[src/lgf_pkg.sv]
// Shared widths, constants and controller/datapath handshake structs for the gap filler.
package lgf_pkg;

   localparam int VAL_W     = 32;
   localparam int CNT_W     = 6;
   localparam int CNT_MAX   = (1 << CNT_W) - 1;
   localparam int GDIV_W    = CNT_W + 1;
   localparam int ACC_W     = VAL_W + 1 + CNT_W;
   localparam int MAG_W     = ACC_W - 1;
   localparam int DIV_STEPS = MAG_W;
   localparam int STEP_W    = $clog2(DIV_STEPS);

   typedef struct packed {
      logic load;
      logic div_start;
      logic div_step;
      logic put;
   } lgf_cmd_type;

   typedef struct packed {
      logic fill_left;
      logic interp;
      logic div_last;
      logic out_free;
      logic rest_only;
   } lgf_status_type;

endpackage

[src/lgf_req_if.sv]
// Input channel carrying one series sample per item.
interface lgf_req_if;
   import lgf_pkg::*;

   logic               valid;
   logic               ready;
   logic signed [VAL_W-1:0] sample;
   logic               missing;
   logic               end_of_series;

   modport source (output valid, output sample, output missing, output end_of_series,
                   input ready);
   modport sink   (input valid, input sample, input missing, input end_of_series,
                   output ready);
endinterface

[src/lgf_rsp_if.sv]
// Result channel carrying one filled or passed sample per item.
interface lgf_rsp_if;
   import lgf_pkg::*;

   logic               valid;
   logic               ready;
   logic signed [VAL_W-1:0] value;
   logic               still_missing;
   logic               overflow;
   logic               last_of_series;

   modport source (output valid, output value, output still_missing, output overflow,
                   output last_of_series, input ready);
   modport sink   (input valid, input value, input still_missing, input overflow,
                   input last_of_series, output ready);
endinterface

[src/linear_gap_fill_top.sv]
// Top level of the linear gap filler: controller, datapath and channel wiring.
//
// Fills gaps in a stream of series by linear interpolation, one input item per
// sample. A missing sample inside a series is absorbed and gives no result. A
// valid sample after a gap of n samples gives n + 1 results. Once the item is
// accepted, each interpolated result passes through one set-up state, the
// one-bit-per-cycle restoring divider and the load of the output register, while
// copied and passed results need only the set-up state and the load. The divider
// is the limiting unit. Gaps longer than MAX_GAP (at most 63) saturate, and every
// result of that gap carries overflow. One output register parts the two sides,
// so the next item can be taken while the last result of the previous one still
// waits.
module linear_gap_fill_top #(
   parameter int MAX_GAP = 63
) (
   input  logic        clock,
   input  logic        reset,
   lgf_req_if.sink     req_chan,
   lgf_rsp_if.source   rsp_chan
);
   import lgf_pkg::*;

   localparam int GapLimit = (MAX_GAP < CNT_MAX) ? MAX_GAP : CNT_MAX;

   lgf_cmd_type    cmd;
   lgf_status_type status;

   lgf_ctrl u_ctrl (
      .clock             (clock),
      .reset             (reset),
      .req_valid         (req_chan.valid),
      .req_ready         (req_chan.ready),
      .req_missing       (req_chan.missing),
      .req_end_of_series (req_chan.end_of_series),
      .status            (status),
      .cmd               (cmd)
   );

   lgf_dp #(
      .GAP_LIMIT (GapLimit)
   ) u_dp (
      .clock              (clock),
      .reset              (reset),
      .cmd                (cmd),
      .status             (status),
      .req_sample         (req_chan.sample),
      .req_missing        (req_chan.missing),
      .req_end_of_series  (req_chan.end_of_series),
      .rsp_valid          (rsp_chan.valid),
      .rsp_ready          (rsp_chan.ready),
      .rsp_value          (rsp_chan.value),
      .rsp_still_missing  (rsp_chan.still_missing),
      .rsp_overflow       (rsp_chan.overflow),
      .rsp_last_of_series (rsp_chan.last_of_series)
   );

endmodule

[src/lgf_ctrl.sv]
// Controller state machine sequencing accept, division and result loading.
module lgf_ctrl (
   input  logic                    clock,
   input  logic                    reset,
   input  logic                    req_valid,
   output logic                    req_ready,
   input  logic                    req_missing,
   input  logic                    req_end_of_series,
   input  lgf_pkg::lgf_status_type status,
   output lgf_pkg::lgf_cmd_type    cmd
);
   import lgf_pkg::*;

   typedef enum logic [3:0] {
      ST_IDLE = 4'b0001,
      ST_NEXT = 4'b0010,
      ST_DIV  = 4'b0100,
      ST_PUT  = 4'b1000
   } state_type;

   state_type state_ff;
   state_type state_in;

   assign req_ready = (state_ff == ST_IDLE);

   always_comb begin
      state_in = state_ff;
      cmd      = '0;
      unique case (state_ff)
         ST_IDLE: begin
            if (req_valid) begin
               cmd.load = 1'b1;
               // A missing sample inside a series only lengthens the gap, or flags overflow once the gap is saturated.
               if (!req_missing || req_end_of_series) begin
                  state_in = ST_NEXT;
               end
            end
         end
         ST_NEXT: begin
            if (status.fill_left && status.interp) begin
               cmd.div_start = 1'b1;
               state_in      = ST_DIV;
            end else begin
               state_in = ST_PUT;
            end
         end
         ST_DIV: begin
            cmd.div_step = 1'b1;
            if (status.div_last) begin
               state_in = ST_PUT;
            end
         end
         ST_PUT: begin
            if (status.out_free) begin
               cmd.put  = 1'b1;
               state_in = status.rest_only ? ST_IDLE : ST_NEXT;
            end
         end
         default: begin
            state_in = ST_IDLE;
         end
      endcase
   end

   always_ff @(posedge clock) begin
      if (reset) begin
         state_ff <= ST_IDLE;
      end else begin
         state_ff <= state_in;
      end
   end

endmodule

[src/lgf_dp.sv]
// Datapath: series state, product accumulator, restoring divider and output register.
module lgf_dp #(
   parameter int GAP_LIMIT = 63
) (
   input  logic                           clock,
   input  logic                           reset,
   input  lgf_pkg::lgf_cmd_type           cmd,
   output lgf_pkg::lgf_status_type        status,
   input  logic signed [lgf_pkg::VAL_W-1:0] req_sample,
   input  logic                           req_missing,
   input  logic                           req_end_of_series,
   output logic                           rsp_valid,
   input  logic                           rsp_ready,
   output logic signed [lgf_pkg::VAL_W-1:0] rsp_value,
   output logic                           rsp_still_missing,
   output logic                           rsp_overflow,
   output logic                           rsp_last_of_series
);
   import lgf_pkg::*;

   localparam logic [CNT_W-1:0] LIMIT = CNT_W'(GAP_LIMIT);

   // Series state.
   logic [CNT_W-1:0]        cnt_ff, cnt_in;
   logic signed [VAL_W-1:0] last_ff, last_in;
   logic                    seen_ff, seen_in;
   logic                    ovf_ff, ovf_in;

   // Current item and gap walk.
   logic signed [VAL_W-1:0] samp_ff;
   logic                    miss_ff;
   logic                    eos_ff;
   logic [CNT_W-1:0]        idx_ff, idx_in;
   logic signed [VAL_W:0]   diff_ff;
   logic signed [ACC_W-1:0] acc_ff;

   // Divider.
   logic [MAG_W-1:0]        quo_ff;
   logic [GDIV_W-1:0]       rem_ff;
   logic [STEP_W-1:0]       step_ff;
   logic                    neg_ff;

   // Output register.
   logic                    out_valid_ff;
   logic signed [VAL_W-1:0] out_value_ff;
   logic                    out_miss_ff;
   logic                    out_ovf_ff;
   logic                    out_last_ff;

   logic signed [VAL_W:0]   diff_new;
   logic signed [ACC_W-1:0] acc_abs;
   logic [GDIV_W-1:0]       divisor;
   logic [GDIV_W-1:0]       trial;
   logic                    trial_ge;
   logic [VAL_W-1:0]        quo_signed;
   logic                    fill_left;
   logic                    gap_end;
   logic                    final_res;
   logic signed [VAL_W-1:0] res_value;
   logic                    res_miss;
   logic                    res_last;

   assign diff_new   = {req_sample[VAL_W-1], req_sample} - {last_ff[VAL_W-1], last_ff};
   assign acc_abs    = acc_ff[ACC_W-1] ? -acc_ff : acc_ff;
   assign divisor    = {1'b0, cnt_ff} + GDIV_W'(1);
   assign trial      = {rem_ff[GDIV_W-2:0], quo_ff[MAG_W-1]};
   assign trial_ge   = (trial >= divisor);
   assign quo_signed = neg_ff ? -quo_ff[VAL_W-1:0] : quo_ff[VAL_W-1:0];

   assign fill_left = (idx_ff != cnt_ff);
   assign gap_end   = (idx_ff == cnt_ff - CNT_W'(1));
   assign final_res = fill_left ? (miss_ff && gap_end) : 1'b1;

   always_comb begin
      res_value = samp_ff;
      res_miss  = 1'b0;
      res_last  = fill_left ? (miss_ff && gap_end) : eos_ff;
      if (fill_left) begin
         if (seen_ff && !miss_ff) begin
            res_value = last_ff + $signed(quo_signed);
         end else if (seen_ff) begin
            res_value = last_ff;
         end else if (miss_ff) begin
            // Nothing valid in the whole series.
            res_value = '0;
            res_miss  = 1'b1;
         end
      end
   end

   assign status.fill_left = fill_left;
   assign status.interp    = seen_ff && !miss_ff;
   assign status.div_last  = (step_ff == STEP_W'(DIV_STEPS - 1));
   assign status.out_free  = !out_valid_ff || rsp_ready;
   assign status.rest_only = final_res;

   always_comb begin
      cnt_in  = cnt_ff;
      last_in = last_ff;
      seen_in = seen_ff;
      ovf_in  = ovf_ff;
      idx_in  = idx_ff;
      if (cmd.load) begin
         idx_in = '0;
         if (req_missing) begin
            if (cnt_ff < LIMIT) begin
               cnt_in = cnt_ff + CNT_W'(1);
            end else begin
               ovf_in = 1'b1;
            end
         end
      end
      if (cmd.put) begin
         if (final_res) begin
            if (eos_ff) begin
               last_in = '0;
               seen_in = 1'b0;
            end else begin
               last_in = samp_ff;
               seen_in = 1'b1;
            end
            cnt_in = '0;
            ovf_in = 1'b0;
         end else begin
            idx_in = idx_ff + CNT_W'(1);
         end
      end
   end

   always_ff @(posedge clock) begin
      if (reset) begin
         cnt_ff       <= '0;
         last_ff      <= '0;
         seen_ff      <= 1'b0;
         ovf_ff       <= 1'b0;
         idx_ff       <= '0;
         out_valid_ff <= 1'b0;
      end else begin
         cnt_ff  <= cnt_in;
         last_ff <= last_in;
         seen_ff <= seen_in;
         ovf_ff  <= ovf_in;
         idx_ff  <= idx_in;
         if (cmd.put) begin
            out_valid_ff <= 1'b1;
         end else if (rsp_ready) begin
            out_valid_ff <= 1'b0;
         end
      end
   end

   always_ff @(posedge clock) begin
      if (cmd.load) begin
         samp_ff <= req_sample;
         miss_ff <= req_missing;
         eos_ff  <= req_end_of_series;
         diff_ff <= diff_new;
         acc_ff  <= ACC_W'(diff_new);
      end else if (cmd.put) begin
         // The accumulator holds (index + 1) times the step across the gap.
         acc_ff <= acc_ff + ACC_W'(diff_ff);
      end
      if (cmd.div_start) begin
         quo_ff  <= acc_abs[MAG_W-1:0];
         rem_ff  <= '0;
         step_ff <= '0;
         neg_ff  <= acc_ff[ACC_W-1];
      end else if (cmd.div_step) begin
         quo_ff  <= {quo_ff[MAG_W-2:0], trial_ge};
         rem_ff  <= trial_ge ? (trial - divisor) : trial;
         step_ff <= step_ff + STEP_W'(1);
      end
      if (cmd.put) begin
         out_value_ff <= res_value;
         out_miss_ff  <= res_miss;
         out_ovf_ff   <= ovf_ff;
         out_last_ff  <= res_last;
      end
   end

   assign rsp_valid          = out_valid_ff;
   assign rsp_value          = out_value_ff;
   assign rsp_still_missing  = out_miss_ff;
   assign rsp_overflow       = out_ovf_ff;
   assign rsp_last_of_series = out_last_ff;

endmodule

[src/flat_wrapper.sv]
// flat-port wrapper written by rule: the top's interface ports become plain ports
module linear_gap_fill_top_flat import lgf_pkg::*;
#(
   parameter int MAX_GAP = 63
)
  (clock, reset, req_chan_valid, req_chan_sample, req_chan_missing, req_chan_end_of_series, req_chan_ready, rsp_chan_valid, rsp_chan_value, rsp_chan_still_missing, rsp_chan_overflow, rsp_chan_last_of_series, rsp_chan_ready);
  lgf_req_if req_chan_i ();
  lgf_rsp_if rsp_chan_i ();
  input  logic clock;
  input  logic reset;
  input wire logic [$bits(req_chan_i.valid)-1:0] req_chan_valid;
  input wire logic [$bits(req_chan_i.sample)-1:0] req_chan_sample;
  input wire logic [$bits(req_chan_i.missing)-1:0] req_chan_missing;
  input wire logic [$bits(req_chan_i.end_of_series)-1:0] req_chan_end_of_series;
  output wire logic [$bits(req_chan_i.ready)-1:0] req_chan_ready;
  output wire logic [$bits(rsp_chan_i.valid)-1:0] rsp_chan_valid;
  output wire logic [$bits(rsp_chan_i.value)-1:0] rsp_chan_value;
  output wire logic [$bits(rsp_chan_i.still_missing)-1:0] rsp_chan_still_missing;
  output wire logic [$bits(rsp_chan_i.overflow)-1:0] rsp_chan_overflow;
  output wire logic [$bits(rsp_chan_i.last_of_series)-1:0] rsp_chan_last_of_series;
  input wire logic [$bits(rsp_chan_i.ready)-1:0] rsp_chan_ready;
  assign req_chan_i.valid = req_chan_valid;
  assign req_chan_i.sample = req_chan_sample;
  assign req_chan_i.missing = req_chan_missing;
  assign req_chan_i.end_of_series = req_chan_end_of_series;
  assign req_chan_ready = req_chan_i.ready;
  assign rsp_chan_valid = rsp_chan_i.valid;
  assign rsp_chan_value = rsp_chan_i.value;
  assign rsp_chan_still_missing = rsp_chan_i.still_missing;
  assign rsp_chan_overflow = rsp_chan_i.overflow;
  assign rsp_chan_last_of_series = rsp_chan_i.last_of_series;
  assign rsp_chan_i.ready = rsp_chan_ready;
  linear_gap_fill_top #(.MAX_GAP(MAX_GAP)) u_core (.clock(clock), .reset(reset), .req_chan(req_chan_i), .rsp_chan(rsp_chan_i));
endmodule
[config.mk]
export PLATFORM = sky130hd
export DESIGN_NAME = linear_gap_fill_top_flat
export DESIGN_NICKNAME = d
export VERILOG_FILES = /design/src/lgf_pkg.sv /design/src/lgf_req_if.sv /design/src/lgf_rsp_if.sv /design/src/linear_gap_fill_top.sv /design/src/lgf_ctrl.sv /design/src/lgf_dp.sv /design/src/flat_wrapper.sv
export SDC_FILE = /design/constraint.sdc
export NUM_CORES = 1
export LEC_CHECK = 0
export BUFFER_PORTS_ARGS = -buffer_cell sky130_fd_sc_hd__buf_2
export CAP_MARGIN = 20
export CORE_MARGIN = 2
export CORE_UTILIZATION = 60
export CTS_CLUSTER_DIAMETER = 100
export DETAILED_ROUTE_END_ITERATION = 10
export PLACE_DENSITY = 0.81
export SYNTH_ARGS = -nofsm -noshare
export SYNTH_HDL_FRONTEND = slang
export SYNTH_HIERARCHICAL = 1
export SYNTH_SLANG_ARGS = --single-unit
[constraint.sdc]
create_clock -name clock -period 6.8 [get_ports clock]
set_input_delay 0.34 -clock clock [delete_from_list [all_inputs] [get_ports clock]]
set_output_delay 0.34 -clock clock [all_outputs]
set_load 0.02 [all_outputs]
==> results of run 1 <==
[layer usage]
layer | part of all wire [%] | GRT usage (%) | wire length [um]
met1 | 46 | 43.8 | 19700
met3 | 9.0 | 4.07 | 3890
met2 | 43 | 44.8 | 18600
met4 | 2.1 | 7.40 | 916
met5 | 0 | 0 | 0
[synth_stat cells, drive strengths merged, types with 4 or more instances]
library cell,n,area share [%]
and3,17,0.64
and2,10,0.38
o21bai,11,0.50
o21ai,156,4.7
buf,12,0.41
a21boi,6,0.27
or3,17,0.79
o41ai,13,0.68
o31ai,34,1.5
nor4,10,0.38
ha,120,9.0
edfxtp,180,32
a22o,5,0.26
nand2,159,3.6
nor3,30,0.90
mux2i,10,0.60
or2,11,0.41
xnor2,79,4.2
a21o,53,2.4
nor2b,16,0.60
nand4,18,0.68
a22oi,14,0.63
mux2,11,0.74
and4,4,0.21
nand3,32,0.96
a211oi,14,0.63
dfxtp,63,7.6
o221ai,6,0.32
nor2,147,3.3
a221oi,5,0.26
nand2b,16,0.60
clkbuf,59,1.3
inv,81,1.8
fa,4,0.48
nor3b,10,0.48
o211ai,11,0.50
a21oi,169,5.1
a211o,4,0.21
a31oi,13,0.49
o311a,4,0.24
or4,15,0.74
xor2,87,4.6
o311ai,5,0.26
o21a,22,0.99
[metrics by stage]
| stage | instance area [um2] | utilization (%) | hold WS [ns] |
|---|---|---|---|
| finish | 18300 | 67.7 | 0.0247 |
| global route | 18300 | 67.7 | 0.00599 |
| CTS | 18300 | 67.5 | 0.00305 |
| detailed placement | 17300 | 63.8 | 0.437 |
| global placement | 17300 | 63.8 | 0.417 |
| floorplan | 16700 | - | 0.402 |
[critical path: cells and delay by family (launching register included)]
kind	cells	cell delay [ns]
AOI/OAI and AO/OA	8	1.84
and+or+nand+nor	4	1.46
DFF	1	0.45
xor gates and xnor gates	2	0.35
adders and majority gates	1	0.34
[power by group through the flow]
| stage | logic (mW) | registers (mW) | clock network, mW |
|---|---|---|---|
| 2_1_floorplan | 0.921 | 1.85 | 0 |
| 3_3_place_gp | 1.13 | 1.89 | 0 |
| 3_5_place_dp | 1.16 | 1.90 | 0 |
| 4_1_cts | 1.18 | 1.87 | 1.44 |
| 5_1_grt | 1.35 | 1.87 | 1.49 |
| 6_report | 1.22 | 1.86 | 1.42 |
[final timing paths]
path,startpoint,slack [ns],depth (start not counted),endpoint
hold reg to reg,u_core/u_dp/ovf_ff$_SDFF_PP0_,0.45,0,u_core/u_dp/rsp_overflow$_DFFE_PP_
setup / recovery,u_core/u_dp/quo_ff[8]$_DFFE_PP_,2.08,15,u_core/u_dp/rsp_value[25]$_DFFE_PP_
hold / removal,req_chan_sample[14],0.02,1,u_core/u_dp/samp_ff[14]$_DFFE_PP_
setup reg to reg,u_core/u_dp/quo_ff[8]$_DFFE_PP_,2.08,15,u_core/u_dp/rsp_value[25]$_DFFE_PP_
[state kept, by name, indices dropped and copies added (netlist names)]
name and flops:
u_core/u_dp/miss_ff 1, u_core/u_dp/samp_ff 32, u_core/u_dp/rsp_value 32, u_core/u_dp/rem_ff 6, u_core/u_dp/diff_ff 33, u_core/u_dp/eos_ff 1
u_core/u_dp/rsp_still_missing 1, u_core/u_dp/last_ff 32, u_core/u_dp/cnt_ff 6, u_core/u_dp/rsp_overflow 1, u_core/u_dp/ovf_ff 1, u_core/u_dp/quo_ff 38
u_core/u_dp/acc_ff 39, u_core/u_dp/rsp_last_of_series 1, u_core/u_dp/rsp_valid 1, u_core/u_dp/idx_ff 6, u_core/u_dp/step_ff 6, u_core/u_dp/neg_ff 1
u_core/u_dp/seen_ff 1, u_core/u_ctrl/state_ff 4
[layout make-up]
class | count | share of cell area (%)
Tap cell | 372 | 2.54
Multi-Input combinational cell | 1407 | 51.4
Sequential cell | 243 | 36.4
Inverter | 81 | 1.66
Clock buffer | 45 | 4.34
Antenna cell | 1 | 0.0136
Timing Repair Buffer | 100 | 3.40
Clock inverter | 7 | 0.341
[logic make-up (layout without fill, tap and decap cells)]
group,after synthesis,after routing,share of synthesized area [%]
AO/OA/AOI/OAI,573,573,21.6
AND/OR/NAND/NOR,523,523,15.3
flip-flops,243,243,40.0
XOR/XNOR,166,166,8.73
buffers and inverters,152,233,3.56
adder cells (fa/ha/maj),124,124,9.50
multiplexers,21,21,1.34
other,0,1,0
==> impl_metrics.yaml, run 1 <==
synthesis:
  synth.distinct_cells: 76
  netlist_area_um2: 16700
  synth_flop_cell: "edfxtp_1"
  yosys_warnings: 6
  ys_seq_elements: 243
  syn_nets: 1964
  synth_edf_count: 180
  syn_area_per_cell_um2: 9.24
  async_flop_share_pct: 0
  syn_inst: 1802
  yosysSeqAreaShare_pct: 40.0
timing:
  drv_slew: 0
  tns_ns: 0
  min_period_over_period_pct: 69.5
  hold_viol: 0
  rsz0062_at_grt: "no"
  tightest_slew_ns: 0.959
  slew_headroom_pct: 36.0
  finalSetupViolCount: 0
  fin_worst_skew_ns: 0.0276
  max_freq_mhz: 212
  finalCriticalPeriod_ns: 4.72
  fin_ws_ns: 2.08
setup_path:
  worstPathRequired_ns: 7.06
  cp_max_fo: 7
  critPathKind: "reg -> reg"
  max_stage_delay_ns: 0.64
  end_kind: "flop"
  cpMostUsedCell: "o21ai_0"
  slowest_stage: "o21ai_0"
  cp-start-kind: "flop"
  path_cells: "or4_1, nor3_1, nand3_1, or2_2, o31ai_1, xnor2_1, ha_1, a21o_1, a21o_1, a21oi_1, o21ai_0, o21ai_0, o21ai_0, xnor2_1, o21ai_0"
  cp_data_arrival_time_ns: 4.98
routing:
  drtPass1Iterations: 5
  wirelength_mm: 43.1
  postRouteAntennaNets: 0
  first_iter_violations: 1516
  drt-wirelength-per-cell_um: 19.1
  drc_errors: 0
  num_vias: 14200
  vias_per_cell: 6.30
power:
  p_seq_share_pct: 41.4
  power_mw: 4.50
  p_leak_nw: 7.10
  p_sw_mw: 1.40
  p_comb_share_pct: 27.2
  intPower_mw: 3.10
  pwr-share-clk_pct: 31.5
  swShare_pct: 31.2
  p_per_area_nw_per_um2: 245
  vdd_drop_max_mv: 0.232
final_layout:
  syn_to_final_growth_pct: 10.1
  fill_cells: 2122
  layout_common_cells: "edfxtp_1 (180), a21oi_1 (168), nand2_1 (159), nor2_1 (147), o21ai_0 (147)"
  fin_cells: 2256
  multi_input_area_um2: 9420
  seqCellArea_um2: 6670
  layout.nets: 2023
  drive_above_1_share_pct: 8.71
  final_common_cell: "edfxtp_1"
grt:
  grt_pass1_vias: 13200
  antenna_found_initial: 2
  overflow: 0
  grt_start_max_net_pins: 91
  grt_use_total_pct: 29.3
  grt_pass1_wl_mm: 68.1
die:
  core_area_um2: 27100
  dieArea_um2: 29100
  fp.dieH_um: 171
  io_pins: 75
  die-width_um: 171
  fp-row-count: 60
  initial_core_util_pct: 61.5
placed_design:
  place_ws_ns: 2.19
  gp_congestion: 0.910
  port_buffers: 74
  placed_cells_incl_taps: 2187
  hpwlAfterDp_mm: 31.7
cts:
  cts-resized-gates: 0
  h-tree-depth: 1
  clkTransAtPathRegs_ns: 0.06
  ctsRootBufferMaster: "clkbuf_16"
  cts_buffer_depth: 3
  cts_setup_buffers: 0
  ctsHoldBuffers: 15
  clock_sinks: 243
  cts_tree: "done"
  cts_buffers: 28
  clkLatencyLatePin_ns: 0.56
min_path:
  holdCritPathClass: "in -> reg"
run:
  maxCapViolCount: 0
outcome:
  outcome: "completed"
Note: power is estimated with default switching activity, not from simulation.
==> run 2, diff against run 1 <==
==> constraint.sdc (replaced) <==
create_clock -name clock -period 4.7 [get_ports clock]
set_input_delay 0.235 -clock clock [delete_from_list [all_inputs] [get_ports clock]]
set_output_delay 0.235 -clock clock [all_outputs]
set_load 0.02 [all_outputs]
==> impl_metrics.yaml, run 2 (synthesis results as in run 1) <==
cts:
  cts_buffer_depth: 3
  cts_tree: "done"
  cts_buffers: 28
  ctsRootBufferMaster: "clkbuf_16"
  clkLatencyLatePin_ns: 0.55
  clkTransAtPathRegs_ns: 0.06
  clock_sinks: 243
  h-tree-depth: 1
setup_path:
  end_kind: "flop"
  critPathKind: "reg -> reg"
  worstPathRequired_ns: 4.99
  cp_data_arrival_time_ns: 4.62
  cp-start-kind: "flop"
  cp_max_fo: 6
final_layout:
  syn_to_final_growth_pct: 12.0
  regMostFlops: "u_core/u_dp/acc_ff"
  fin_cells: 2281
  final_common_cell: "edfxtp_1"
  layout_common_cells: "edfxtp_1 (180), a21oi_1 (168), nand2_1 (159), nor2_1 (147), o21ai_0 (147)"
  layout.nets: 2049
  drive_above_1_share_pct: 9.43
  stdcell_area_um2: 18700
  largest_reg_flops: 39
  top_regs: "u_core/u_dp/acc_ff: 39 flops, u_core/u_dp/quo_ff: 38 flops, u_core/u_dp/diff_ff: 33 flops"
  n_antenna_cell: 0
timing:
  rsz0062_at_grt: "no"
  min_period_over_period_pct: 92.1
  finalCriticalPeriod_ns: 4.33
  fin_ws_ns: 0.372
  max_freq_mhz: 231
  tns_ns: 0
  tightest_slew_ns: 0.928
  drv_slew: 0
  finalSetupViolCount: 0
  slew_headroom_pct: 38.1
  hold_viol: 0
  fin_worst_skew_ns: 0.0178
placed_design:
  placed_cells_incl_taps: 2194
  port_buffers: 74
  placed_cell_area_um2: 17400
  hpwlAfterDp_mm: 31.6
  place_ws_ns: 0.307
  gp_congestion: 0.954
routing:
  dr.max_layer_used: "met4"
  wl_met2_mm: 19.0
  vias_per_cell: 6.33
  wirelength_mm: 44.3
  drt-wirelength-per-cell_um: 19.4
  first_iter_violations: 1428
  drtPass1Iterations: 6
  met1_length_mm: 20.0
  drc_errors: 0
  dr_wl_met3_mm: 4.13
  postRouteAntennaNets: 0
  num_vias: 14400
run:
  maxCapViolCount: 0
die:
  initial_core_util_pct: 61.5
  core_area_um2: 27100
  die-width_um: 171
  io_pins: 75
  fp.dieH_um: 171
  fp-row-count: 60
  dieArea_um2: 29100
power:
  power_mw: 6.71
  p_per_area_nw_per_um2: 360
  p_leak_nw: 7.26
  vdd_drop_max_mv: 0.248
min_path:
  holdCritPathClass: "in -> reg"
grt:
  grt_use_total_pct: 30.5
  antenna_found_initial: 0
  grt_start_max_net_pins: 68
  overflow: 0
  grt_pass1_vias: 13500
  grt_pass1_wl_mm: 71.0
outcome:
  outcome: "completed"
## run 2: power breakdown
part           internal (mW)  leakage (nW)  switching [mW]
logic                  0.737          4.60            1.06
clock network           1.34         0.470           0.884
registers               2.54          2.19           0.151
total                   4.62          7.26            2.09
## run 2: cell type report
| class | instances | area [um2] |
|---|---|---|
| Multi-Input combinational cell | 1407 | 9430 |
| Fill cell | 2087 | 8440 |
| Sequential cell | 243 | 6670 |
| Clock buffer | 45 | 888 |
| Timing Repair Buffer | 126 | 848 |
| Tap cell | 372 | 465 |
| Inverter | 81 | 304 |
| Clock inverter | 7 | 58.8 |
## run 2: what timing repair did
| action | CTS | global route |
|---|---|---|
| setup buffers | 0 | 0 |
| gates resized for setup | 0 | 2 |
| endpoints found under the hold margin | 35 | 0 |
| hold buffers | 35 | 0 |
| setup endpoints to repair | 0 | 5 |
## run 2: path summary, 6_finish.rpt
kind                                                 startpoint  cells past startpoint                                endpoint  slack (ns)
worst max-delay path            u_core/u_dp/quo_ff[8]$_DFFE_PP_                     16     u_core/u_dp/rsp_value[31]$_DFFE_PP_        0.37
worst min-delay path                                      reset                      2  u_core/u_ctrl/state_ff[3]$_SDFFE_PP0P_        0.03
worst max register to register  u_core/u_dp/quo_ff[8]$_DFFE_PP_                     16     u_core/u_dp/rsp_value[31]$_DFFE_PP_        0.37
worst min register to register    u_core/u_dp/ovf_ff$_SDFF_PP0_                      0      u_core/u_dp/rsp_overflow$_DFFE_PP_        0.43
## run 2: through the flow
stage / utilization [%] / hold WS (ns)
2_1_floorplan: - / 0.297
3_3_place_gp: 64.0 / 0.416
3_5_place_dp: 64.0 / 0.419
4_1_cts: 68.8 / 0.00989
5_1_grt: 68.8 / 0.0399
6_report: 68.8 / 0.0259
## run 2: routing by layer
layer	track usage [%]	vias up
met5	0	-
met4	8.21	0
met3	4.28	90
met2	46.8	721
met1	45.2	6805
li1	-	6828
## run 2: worst max-delay path, stage by stage, from the launching register on
cell	delay [ns]
edfxtp_1	0.45
or4_1	0.63
nor3_2	0.20
nand3_1	0.17
or2_2	0.34
nand2_1	0.08
xnor2_1	0.07
ha_1	0.39
and3_1	0.24
nand2_1	0.07
a221oi_1	0.26
and3b_1	0.21
o21ai_0	0.07
buf_4	0.16
o41ai_1	0.44
mux2i_1	0.23
nand2_1	0.06
